## src/rtl/ttc_pkg.sv

```systemverilog
// Shared types, constants and the log table of the tower timing calibration block.
package ttc_pkg;

   localparam int ROWS_DEF    = 48;
   localparam int COLUMNS_DEF = 96;
   localparam int SECTORS_DEF = 4;
   localparam int ARMS_DEF    = 2;

   localparam int TADDR_W   = 16;   // covers the largest tower store
   localparam int SIDX_W    = 3;    // covers the largest sector count
   localparam int QDEPTH    = 4;
   localparam int CSR_IDX_W = 2;

   localparam logic [16:0] GAIN_ONE  = 17'd65536;
   localparam logic [16:0] GAIN_PBSC = 17'd62654;
   localparam logic [16:0] GAIN_LATE = 17'd79399;
   localparam int LN2_Q16      = 45426;
   localparam int OFFS_091_Q16 = 59638;
   localparam int COEF_017_Q16 = 11141;
   localparam logic [19:0] E_ONE = 20'd1024;

   typedef enum logic [1:0] {
      OP_TOWER   = 2'd0,
      OP_SECTOR  = 2'd1,
      OP_CORRECT = 2'd2
   } op_type;

   typedef enum logic [CSR_IDX_W-1:0] {
      CSR_MEAN_REF = 2'd0,
      CSR_LATE_RUN = 2'd1
   } csr_type;

   typedef struct packed {
      op_type                   op;
      logic                     sec_ok;
      logic                     twr_ok;
      logic [SIDX_W-1:0]        sidx;
      logic [TADDR_W-1:0]       taddr;
      logic [16:0]              gain;
      logic signed [23:0]       offset;
      logic signed [23:0]       tof_main;
      logic signed [23:0]       tof_low;
      logic signed [23:0]       tof_high;
      logic                     big_e;
      logic [18:0]              lnv;
   } item_type;

   typedef logic [15:0] ln_tab_type [256];

   function automatic ln_tab_type build_ln_table();
      ln_tab_type t;
      real        x;
      for (int f = 0; f < 256; f++) begin
         x = 65536.0 * $ln(1.0 + real'(f) / 256.0) + 0.5;
         t[f] = 16'($rtoi(x));
      end
      return t;
   endfunction

   localparam ln_tab_type LN_TABLE = build_ln_table();

endpackage

```

## src/rtl/ttc_queue.sv

```systemverilog
// Short item queue between the front end and the back end.
module ttc_queue (
   input  logic                clock,
   input  logic                reset,
   input  logic                push,
   input  ttc_pkg::item_type   push_item,
   input  logic                pop,
   output logic                not_empty,
   output logic [$clog2(ttc_pkg::QDEPTH+1)-1:0] count,
   output ttc_pkg::item_type   head
);
   import ttc_pkg::*;

   localparam int PW = $clog2(QDEPTH);
   localparam int CW = $clog2(QDEPTH + 1);

   item_type        slot_ff [QDEPTH];
   logic [PW-1:0]   wr_ff, rd_ff;
   logic [CW-1:0]   cnt_ff;
   logic            do_pop;

   assign do_pop    = pop && (cnt_ff != '0);
   assign not_empty = cnt_ff != '0;
   assign count     = cnt_ff;
   assign head      = slot_ff[rd_ff];

   always_ff @(posedge clock) begin
      if (reset) begin
         wr_ff  <= '0;
         rd_ff  <= '0;
         cnt_ff <= '0;
      end else begin
         if (push) begin
            wr_ff <= (wr_ff == PW'(QDEPTH - 1)) ? '0 : wr_ff + 1'b1;
         end
         if (do_pop) begin
            rd_ff <= (rd_ff == PW'(QDEPTH - 1)) ? '0 : rd_ff + 1'b1;
         end
         cnt_ff <= cnt_ff + CW'(push) - CW'(do_pop);
      end
      if (push) begin
         slot_ff[wr_ff] <= push_item;
      end
   end

endmodule

```

## config.mk

```make
export PLATFORM = sky130hd
export DESIGN_NAME = ttc_queue
export DESIGN_NICKNAME = d
export VERILOG_FILES = /design/src/rtl/ttc_pkg.sv /design/src/rtl/ttc_queue.sv
export SDC_FILE = /design/constraint.sdc
export NUM_CORES = 1
export LEC_CHECK = 0
export BUFFER_PORTS_ARGS = -buffer_cell sky130_fd_sc_hd__buf_2
export CAP_MARGIN = 40
export CELL_PAD_IN_SITES_DETAIL_PLACEMENT = 1
export CELL_PAD_IN_SITES_GLOBAL_PLACEMENT = 1
export CORE_ASPECT_RATIO = 0.5
export CORE_MARGIN = 4
export CORE_UTILIZATION = 30
export DETAILED_ROUTE_END_ITERATION = 6
export GPL_TIMING_DRIVEN = 0
export PLACE_DENSITY = 0.54
export SLEW_MARGIN = 30
export SYNTH_ARGS = -nofsm -noshare
export SYNTH_HDL_FRONTEND = slang
export SYNTH_SLANG_ARGS = --single-unit
```

## constraint.sdc

```tcl
create_clock -name clock -period 5.8 [get_ports clock]
set_clock_uncertainty 0.15 [all_clocks]
set_input_delay 1.74 -clock clock [delete_from_list [all_inputs] [get_ports clock]]
set_output_delay 1.74 -clock clock [all_outputs]
set_load 0.03 [all_outputs]
```

==> flow_metrics.py, run 1 <==
metrics = {
    "yosys": {
        "ys_async_sr_fraction_pct": 0,
        "synth_seq_cells": 633,
        "syn_nets": 1027,
        "ys_seq_area_share_pct": 81.8,
        "synth.top_cells.by_count": "edfxtp_1, mux4_2, buf_12, buf_2, dfxtp_1",
        "synth_edf_count": 624,
        "synth-main-ff-cell": "edfxtp_1",
        "synth.cell_area_mm2": 0.0231,
        "yosysMostFrequentCell": "edfxtp_1",
        "yosysWarnings": 0,
        "synth.area.top_cells": "edfxtp_1, mux4_2, buf_12, dfxtp_1, ha_1",
        "synth_cell_type_count": 24,
        "synth_area_per_cell_um2": 26.9,
        "syn_inst": 859,
        "netlist.area_leader.share_pct": 81.0,
        "synth_top_area_cell": "edfxtp_1",
    },
    "drt": {
        "drc": 0,
        "ant_nets": 0,
        "totalWireLength_mm": 53.6,
        "first_pass_iters": 4,
        "post_drt_via_cell_ratio": 4.42,
        "wire_per_inst_um": 22.9,
        "drt-initial-drc-count": 610,
        "vias": 10318,
    },
    "placement": {
        "dpl.cell_count": 2219,
        "post-dp-hpwl_mm": 35.9,
        "port-buffer-count": 318,
        "gp_congestion": 0.684,
    },
    "global_route": {
        "grt_antenna_before_repair": 14,
        "grt_max_degree": 38,
        "grt_remaining_overflow": 0,
        "grt_pass1_wl_mm": 78.2,
        "track_usage_pct": 12.9,
        "first_global_vias": 11599,
    },
    "floorplan": {
        "core_area_mm2": 0.0758,
        "die_x_um": 401,
        "pin_count": 320,
        "start_util_pct": 30.5,
        "dieArea_mm2": 0.0819,
        "fp-row-count": 71,
        "die_h_um": 204,
    },
    "finish": {
        "drive_above_1_share_pct": 47.4,
        "fillers": 7266,
        "layout-area-overhead-vs-synth_pct": 23.0,
        "fin_nets": 1426,
        "final_cells": 2337,
    },
    "clocking": {
        "cts_tree": "built",
        "insertion_delay_ns": 0.63,
        "post-cts-setup-buffers": 0,
        "post_cts_resized": 0,
        "holdBufCountCts": 0,
        "cts.reportedPaths.clkPinSlew_ns": 0.06,
        "htreeDepth": 2,
        "cts_buffer_depth": 3,
        "cts-root-buf": "clkbuf_16",
        "numCtsBuffers": 59,
        "cts_num_sinks": 633,
    },
    "worst_setup_path": {
        "critPathBufInv": 3,
        "crit_family": "buffers and inverters",
        "startpoint_type": "register",
        "critPathMaxFanout": 10,
        "path_common_cell": "buf_2",
        "slowest_stage": "clkbuf_2",
        "crit_type": "reg2out",
        "worstSetupEndpointType": "output pin",
        "required_ns": 3.91,
        "path_cells": "clkbuf_2 -> buf_2 -> mux4_2 -> buf_2",
        "crit_arrival_ns": 2.38,
        "slowest_delay_ns": 0.41,
    },
    "sta": {
        "fmax_ghz": 0.234,
        "setup_viol": 0,
        "period_minus_slack_ns": 4.27,
        "fin_crit_sh_pct": 73.5,
        "worst_pin_slew_ns": 0.663,
        "grt_setup_unrepaired": "false",
        "slew-limit-headroom_pct": 55.8,
        "fin_setup_tns_ns": 0,
        "hold_viol": 0,
        "slew_viol_final": 0,
    },
    "power": {
        "swShare_pct": 28.4,
        "p_sw_uw": 3420,
        "power_density_mw_per_mm2": 423,
        "peakVddDrop_v": 0.000223,
        "finalPower_uw": 12000,
        "p_int_uw": 8630,
        "power.share.clock_pct": 33.0,
        "pwr-share-comb_pct": 23.2,
        "power_leakage_uw": 0.00942,
        "seq_power_share_pct": 43.8,
    },
    "status": {
        "outcome": "finished, final reports clean",
    },
    "min_path": {
        "min_path_type": "reg2reg",
    },
    "job": {
        "cap_violations": 0,
    },
}
logic make-up (layout without fill, tap and decap cells):
family                   after synthesis  in the layout  share of synthesized area [%]
flip-flops                           633            633                           81.8
multiplexers                         159            159                           15.3
buffers and inverters                 41            489                           1.90
AND/OR/NAND/NOR                       15             15                          0.379
adder cells (fa/ha/maj)                8              8                          0.465
AO/OA/AOI/OAI                          2              2                         0.0595
XOR/XNOR                               1              1                         0.0973
other                                  0              8                              0
sequential cells by signal, indices dropped and copies added (netlist names), named ones only:
signal and flops:
count 3, rd_ff 2, slot_ff 624, wr_ff 2
worst reg2reg max path, stage by stage, from the launching register on:
cell	delay, ns
dfxtp_1	0.35
inv_1	0.10
ha_1	0.16
and2_4	0.41
buf_12	0.30
buf_12	0.22
buf_12	0.25
layout make-up:
type | instances | area [um^2] | share of cell area, %
Clock inverter | 30 | 332 | 1.17
Antenna cell | 8 | 20.0 | 0.0703
Timing Repair Buffer | 338 | 2010 | 7.05
Buffer | 36 | 422 | 1.48
Tap cell | 1022 | 1280 | 4.49
Inverter | 5 | 18.8 | 0.0659
Clock buffer | 80 | 1680 | 5.89
Multi-Input combinational cell | 185 | 3790 | 13.3
Sequential cell | 633 | 18900 | 66.5
power by group through the flow:
stage                     Combinational (uW)  Sequential, uW  Clock [uW]
final                                   2790            5280        3970
after global placement                  2820            5400           0
after global routing                    2960            5290        4340
after CTS                               2890            5290        4120
after floorplan                         1990            5390           0
after detailed placement                2880            5380           0
per-stage QoR:
step	hold WS [ns]	worst slack, ns	cell area [um^2]	util, %
finish	0.375	1.53	28500	37.6
detailed placement	0.371	2.10	26400	34.9
global placement	0.350	-0.281	26000	34.3
global route	0.407	1.39	28500	37.6
CTS	0.384	1.38	28400	37.5
floorplan	0.318	1.55	23100	-
metal layers:
| layer | GRT usage, % | up-vias | share of wire (%) |
|---|---|---|---|
| met5 | 0 | - | 0.063 |
| met2 | 25.0 | 169 | 58 |
| met1 | 13.9 | 5521 | 36 |
| met3 | 2.46 | 82 | 3.3 |
| li1 | - | 4540 | - |
| met4 | 5.32 | 6 | 3.1 |
path summary, 6_finish.rpt:
kind	start	end	slack (ns)	cells after the start
setup / recovery	register	head[51]	1.53	4
hold / removal	rd_ff[1]$_SDFFE_PP0N_	register	0.37	2
setup reg to reg	wr_ff[0]$_SDFFE_PP0P_	slot_ff[2][137]$_DFFE_PP_	3.53	6
hold reg to reg	rd_ff[1]$_SDFFE_PP0N_	register	0.37	2
placed cells by master (no fill, tap or decap), drive strengths merged:
master / instances
edfxtp: 624
buf: 371
mux4: 156
clkbuf: 83
clkinv: 21
dfxtp: 9
diode: 8
ha: 7
bufinv: 6
inv: 6
and2: 4
nand2b: 3
nor2: 3
nor2b: 2
mux2i: 2
clkinvlp: 2
o31a: 1
or3: 1
or3b: 1
a21oi: 1
nor3: 1
mux2: 1
xnor3: 1
fa: 1
Note: power is estimated with default switching activity, not from simulation.
==> run 2: changes to the inputs <==
--- a/config.mk
+++ b/config.mk
@@ -14,7 +14,7 @@
 export CORE_UTILIZATION = 30
 export DETAILED_ROUTE_END_ITERATION = 6
 export GPL_TIMING_DRIVEN = 0
-export PLACE_DENSITY = 0.54
+export PLACE_DENSITY = 0.52
 export SLEW_MARGIN = 30
 export SYNTH_ARGS = -nofsm -noshare
 export SYNTH_HDL_FRONTEND = slang
==> constraint.sdc (replaced) <==
create_clock -name clock -period 4.1 [get_ports clock]
set_clock_uncertainty 0.15 [all_clocks]
set_input_delay 1.23 -clock clock [delete_from_list [all_inputs] [get_ports clock]]
set_output_delay 1.23 -clock clock [all_outputs]
set_load 0.03 [all_outputs]
==> flow_metrics.py, run 2 (same netlist as run 1, synthesis figures left out) <==
metrics = {
    "placement": {
        "post-dp-hpwl_mm": 35.6,
        "post_dp_cell_area_mm2": 0.0264,
        "port-buffer-count": 318,
        "gp_congestion": 0.668,
    },
    "worst_setup_path": {
        "crit_type": "reg2out",
        "worstSetupEndpointType": "output pin",
        "required_ns": 2.72,
        "r2r_cells": 8,
        "ff2ff_setup_slack_ns": 1.85,
        "startpoint_type": "register",
        "endpoint": "head[102]",
        "crit_arrival_ns": 2.38,
        "r2r_start": "count[1]$_SDFF_PP0_",
        "r2r-end": "count[2]$_SDFF_PP0_",
        "critPathMaxFanout": 10,
    },
    "min_path": {
        "min_path_type": "reg2reg",
        "hp-start": "rd_ff[1]$_SDFFE_PP0N_",
    },
    "sta": {
        "fmax_ghz": 0.266,
        "fin_crit_sh_pct": 91.6,
        "setup_viol": 0,
        "worst_pin_slew_ns": 0.687,
        "grt_setup_unrepaired": "false",
        "slew_viol_final": 0,
        "hold_viol": 0,
        "slew-limit-headroom_pct": 54.2,
        "period_minus_slack_ns": 3.76,
    },
    "power": {
        "peakVddDrop_v": 0.000312,
        "seq_power_share_pct": 44.8,
        "p_sw_uw": 4790,
        "power_leakage_uw": 0.00931,
        "power.share.clock_pct": 31.5,
        "power_density_mw_per_mm2": 591,
        "pwr-share-comb_pct": 23.7,
        "swShare_pct": 28.7,
        "p_int_uw": 11900,
    },
    "finish": {
        "largest_reg_flops": 624,
        "fin_util_pct": 37.2,
        "drive_above_1_share_pct": 46.9,
        "fin_area_mm2": 0.0282,
        "regMostFlops": "slot_ff",
        "final_common_cell": "edfxtp_1",
        "mostFrequentLayoutCells": "edfxtp_1, buf_2, mux4_2",
        "layout-area-overhead-vs-synth_pct": 22.0,
        "fin_nets": 1422,
    },
    "clocking": {
        "cts-root-buf": "clkbuf_16",
        "post-cts-setup-buffers": 0,
        "cts_num_sinks": 633,
        "cts_buffer_depth": 3,
        "htreeDepth": 2,
        "insertion_delay_ns": 0.62,
        "post_cts_resized": 0,
        "cts.reportedPaths.clkPinSlew_ns": 0.06,
        "holdBufCountCts": 0,
        "cts_tree": "built",
        "numCtsBuffers": 59,
    },
    "drt": {
        "wl_met1_mm": 18.5,
        "highest_layer": "met5",
        "first_pass_iters": 5,
        "drt-initial-drc-count": 560,
        "totalWireLength_mm": 53.1,
        "met3WireLength_mm": 1.70,
        "vias": 10307,
        "ant_nets": 0,
        "drc": 0,
        "dr_wl_met2_mm": 31.5,
        "post_drt_via_cell_ratio": 4.43,
        "wire_per_inst_um": 22.8,
    },
    "floorplan": {
        "start_util_pct": 30.5,
        "core_area_mm2": 0.0758,
        "pin_count": 320,
        "fp-row-count": 71,
        "die_h_um": 204,
        "dieArea_mm2": 0.0819,
        "die_x_um": 401,
    },
    "global_route": {
        "grt_pass1_wl_mm": 77.4,
        "grt_max_degree": 38,
        "first_global_vias": 11622,
        "track_usage_pct": 12.8,
        "grt_remaining_overflow": 0,
        "grt_antenna_before_repair": 13,
    },
    "status": {
        "outcome": "finished, final reports clean",
    },
    "job": {
        "cap_violations": 0,
    },
}
==> run 2: area by class of cell <==
cell class | instances | area, um^2
diodes | 6 | 15.0
plain buffers | 36 | 422
clock buffers | 76 | 1560
clock inverters | 29 | 262
fillers | 7289 | 47600
inverters | 5 | 18.8
multi-input cells | 185 | 3790
flip-flops and latches | 633 | 18900
well taps | 1022 | 1280
repair buffers | 334 | 1960
==> run 2: worst min path at each step <==
stage	endpoint	slack, ns	depth (start not counted)
floorplan	register	0.32	2
global placement	register	0.35	2
detailed placement	rd_ff[1]$_SDFFE_PP0N_	0.37	2
CTS	wr_ff[0]$_SDFFE_PP0P_	0.39	2
global route	register	0.41	2
finish	register	0.37	2
==> run 2: critical path, cell delays in order (launching register included) <==
cell	delay, ns
dfxtp_1	0.36
clkbuf_2	0.41
buf_2	0.37
mux4_2	0.40
buf_2	0.20
==> run 2: stage by stage <==
stage	hold WS [ns]	TNS (ns)	total power (uW)	cells	setup slack [ns]
finish	0.373	0	16700	2326	0.343
global route	0.409	0	17400	2325	0.198
CTS	0.389	0	17000	2320	0.206
detailed placement	0.371	0	11700	2215	0.920
global placement	0.345	-898.03	11600	2199	-1.46
floorplan	0.318	0	10400	859	0.363
==> run 2: routing by layer <==
metal	track usage, %	vias to the layer above
met5	0	-
met4	4.17	4
met3	2.40	94
met2	26.0	150
met1	13.2	5528
li1	-	4531
==> run 2: power by group through the flow <==
stage	logic [uW]	registers [uW]	clock network [uW]
3_5_place_dp	4080	7620	0
4_1_cts	4090	7480	5450
2_1_floorplan	2820	7630	0
6_report	3950	7470	5260
5_1_grt	4190	7490	5760
3_3_place_gp	3990	7630	0
==> run 3: changes to the inputs <==
--- a/config.mk
+++ b/config.mk
@@ -11,10 +11,10 @@
 export CELL_PAD_IN_SITES_GLOBAL_PLACEMENT = 1
 export CORE_ASPECT_RATIO = 0.5
 export CORE_MARGIN = 4
-export CORE_UTILIZATION = 30
+export CORE_UTILIZATION = 45
 export DETAILED_ROUTE_END_ITERATION = 6
 export GPL_TIMING_DRIVEN = 0
-export PLACE_DENSITY = 0.52
+export PLACE_DENSITY = 0.72
 export SLEW_MARGIN = 30
 export SYNTH_ARGS = -nofsm -noshare
 export SYNTH_HDL_FRONTEND = slang
==> flow_metrics.py, run 3 (same netlist as run 1, synthesis figures left out) <==
metrics = {
    "worst_setup_path": {
        "r2r_start": "wr_ff[0]$_SDFFE_PP0P_",
        "crit_arrival_ns": 2.46,
        "required_ns": 2.72,
        "path_cells": "clkbuf_1 -> buf_4 -> buf_2 -> mux4_2 -> buf_2",
        "slowest_stage": "dfxtp_1",
        "r2r-end": "slot_ff[1][110]$_DFFE_PP_",
        "crit_type": "reg2out",
        "ff2ff_setup_slack_ns": 1.81,
        "critPathMaxFanout": 10,
        "slowest_delay_ns": 0.39,
        "r2r_cells": 5,
        "startpoint_type": "register",
        "path_common_cell": "buf_2",
        "worstSetupEndpointType": "output pin",
    },
    "sta": {
        "grt_setup_unrepaired": "false",
        "worst_slack_ns": 0.258,
        "slew-limit-headroom_pct": 58.0,
        "fin_setup_tns_ns": 0,
        "hold_viol": 0,
        "setup_viol": 0,
        "slew_viol_final": 0,
        "hold_slack_ns": 0.368,
        "fin_crit_sh_pct": 93.7,
        "period_minus_slack_ns": 3.84,
        "fmax_ghz": 0.260,
        "worst_pin_slew_ns": 0.630,
    },
    "placement": {
        "gp_congestion": 0.707,
        "dpl_worst_slack_ns": 0.846,
        "port-buffer-count": 318,
        "post-dp-hpwl_mm": 33.8,
        "dpl.cell_count": 1888,
    },
    "floorplan": {
        "die_h_um": 168,
        "start_util_pct": 45.8,
        "dieArea_mm2": 0.0553,
        "fp-row-count": 58,
        "die_x_um": 329,
        "core_area_mm2": 0.0505,
        "pin_count": 320,
    },
    "drt": {
        "first_pass_iters": 5,
        "post_drt_via_cell_ratio": 5.22,
        "wire_per_inst_um": 25.5,
        "drc": 0,
        "drt-initial-drc-count": 636,
        "totalWireLength_mm": 50.8,
        "vias": 10421,
        "ant_nets": 0,
    },
    "global_route": {
        "grt_remaining_overflow": 0,
        "grt_max_degree": 32,
        "grt_pass1_wl_mm": 75.5,
        "first_global_vias": 11766,
        "track_usage_pct": 18.3,
        "grt_antenna_before_repair": 9,
    },
    "clocking": {
        "cts_num_sinks": 633,
        "insertion_delay_ns": 0.59,
        "post_cts_resized": 0,
        "numCtsBuffers": 55,
        "cts.reportedPaths.clkPinSlew_ns": 0.07,
        "htreeDepth": 2,
        "post-cts-setup-buffers": 0,
        "cts_buffer_depth": 3,
        "cts-root-buf": "clkbuf_16",
        "holdBufCountCts": 0,
        "cts_tree": "built",
    },
    "finish": {
        "fin_nets": 1423,
        "layout-area-overhead-vs-synth_pct": 20.0,
        "final_common_cell": "edfxtp_1",
        "mostFrequentLayoutCells": "edfxtp_1, buf_2, mux4_2",
        "regMostFlops": "slot_ff",
        "final_cells": 1997,
        "largest_reg_flops": 624,
        "drive_above_1_share_pct": 47.4,
    },
    "min_path": {
        "hp-start": "rd_ff[1]$_SDFFE_PP0N_",
        "min_to": "rd_ff[1]$_SDFFE_PP0N_",
        "min_path_type": "reg2reg",
        "hold_depth": 2,
    },
    "job": {
        "cap_violations": 0,
    },
    "power": {
        "power_density_mw_per_mm2": 593,
        "peakVddDrop_v": 0.000347,
        "power_leakage_uw": 0.00930,
    },
    "status": {
        "outcome": "finished, final reports clean",
    },
}
-- run 3: cell types whose count changed in the layout (fill, tap and decap cells not counted), sizes merged --
| cell | before | now |
|---|---|---|
| buf | 367 | 372 |
| clkbuf | 79 | 75 |
| diode | 6 | 8 |
| clkinv | 21 | 20 |
| clkinvlp | 1 | 2 |
-- run 3: power breakdown --
part,switching [uW],total (uW),leakage [uW],internal (uW)
sequential,83.7,7480,0.00581,7400
clock,2270,5070,0.000857,2800
combinational,2360,3930,0.00263,1570
-- run 3: area by class of cell --
cell class / instances / area (um^2)
fill: 4428 / 22700
sequential: 633 / 18900
clock buffer: 72 / 1480
timing repair buffer: 339 / 2000
buffer: 36 / 420
antenna: 8 / 20.0
tap: 690 / 863
inverter: 5 / 18.8
clock inverter: 29 / 258
multi-input combinational: 185 / 3790
-- run 3: worst max path at each step --
| stage | start | end | slack (ns) | depth (start not counted) |
|---|---|---|---|---|
| floorplan | push | slot_ff[3][0]$_DFFE_PP_ | 0.36 | 1 |
| global placement | push | slot_ff[0][119]$_DFFE_PP_ | -1.28 | 2 |
| detailed placement | register | head[84] | 0.85 | 5 |
| CTS | register | head[80] | 0.17 | 5 |
| global route | register | head[80] | 0.14 | 5 |
| finish | register | head[80] | 0.26 | 5 |
-- run 3: metal layers --
layer	global-route usage [%]	vias up	wire (um)
met1	21.1	5615	18300
met2	34.2	192	29400
met3	2.82	78	1470
li1	-	4534	-
met4	7.39	2	1620
met5	0	-	13
-- run 3: worst max-delay path, delay by kind of cell (launching register included) --
kind / cells / cell delay (ns)
flops: 1 / 0.39
buf+inv: 4 / 1.11
mux: 1 / 0.37
-- run 3: stage by stage --
| stage | power [uW] | cell area, um^2 | util (%) |
|---|---|---|---|
| finish | 16500 | 27800 | 55.0 |
| global route | 17200 | 27800 | 55.0 |
| CTS | 16700 | 27700 | 54.9 |
| detailed placement | 11600 | 26000 | 51.5 |
| global placement | 11500 | 25600 | 50.7 |
| floorplan | 10400 | 23100 | - |
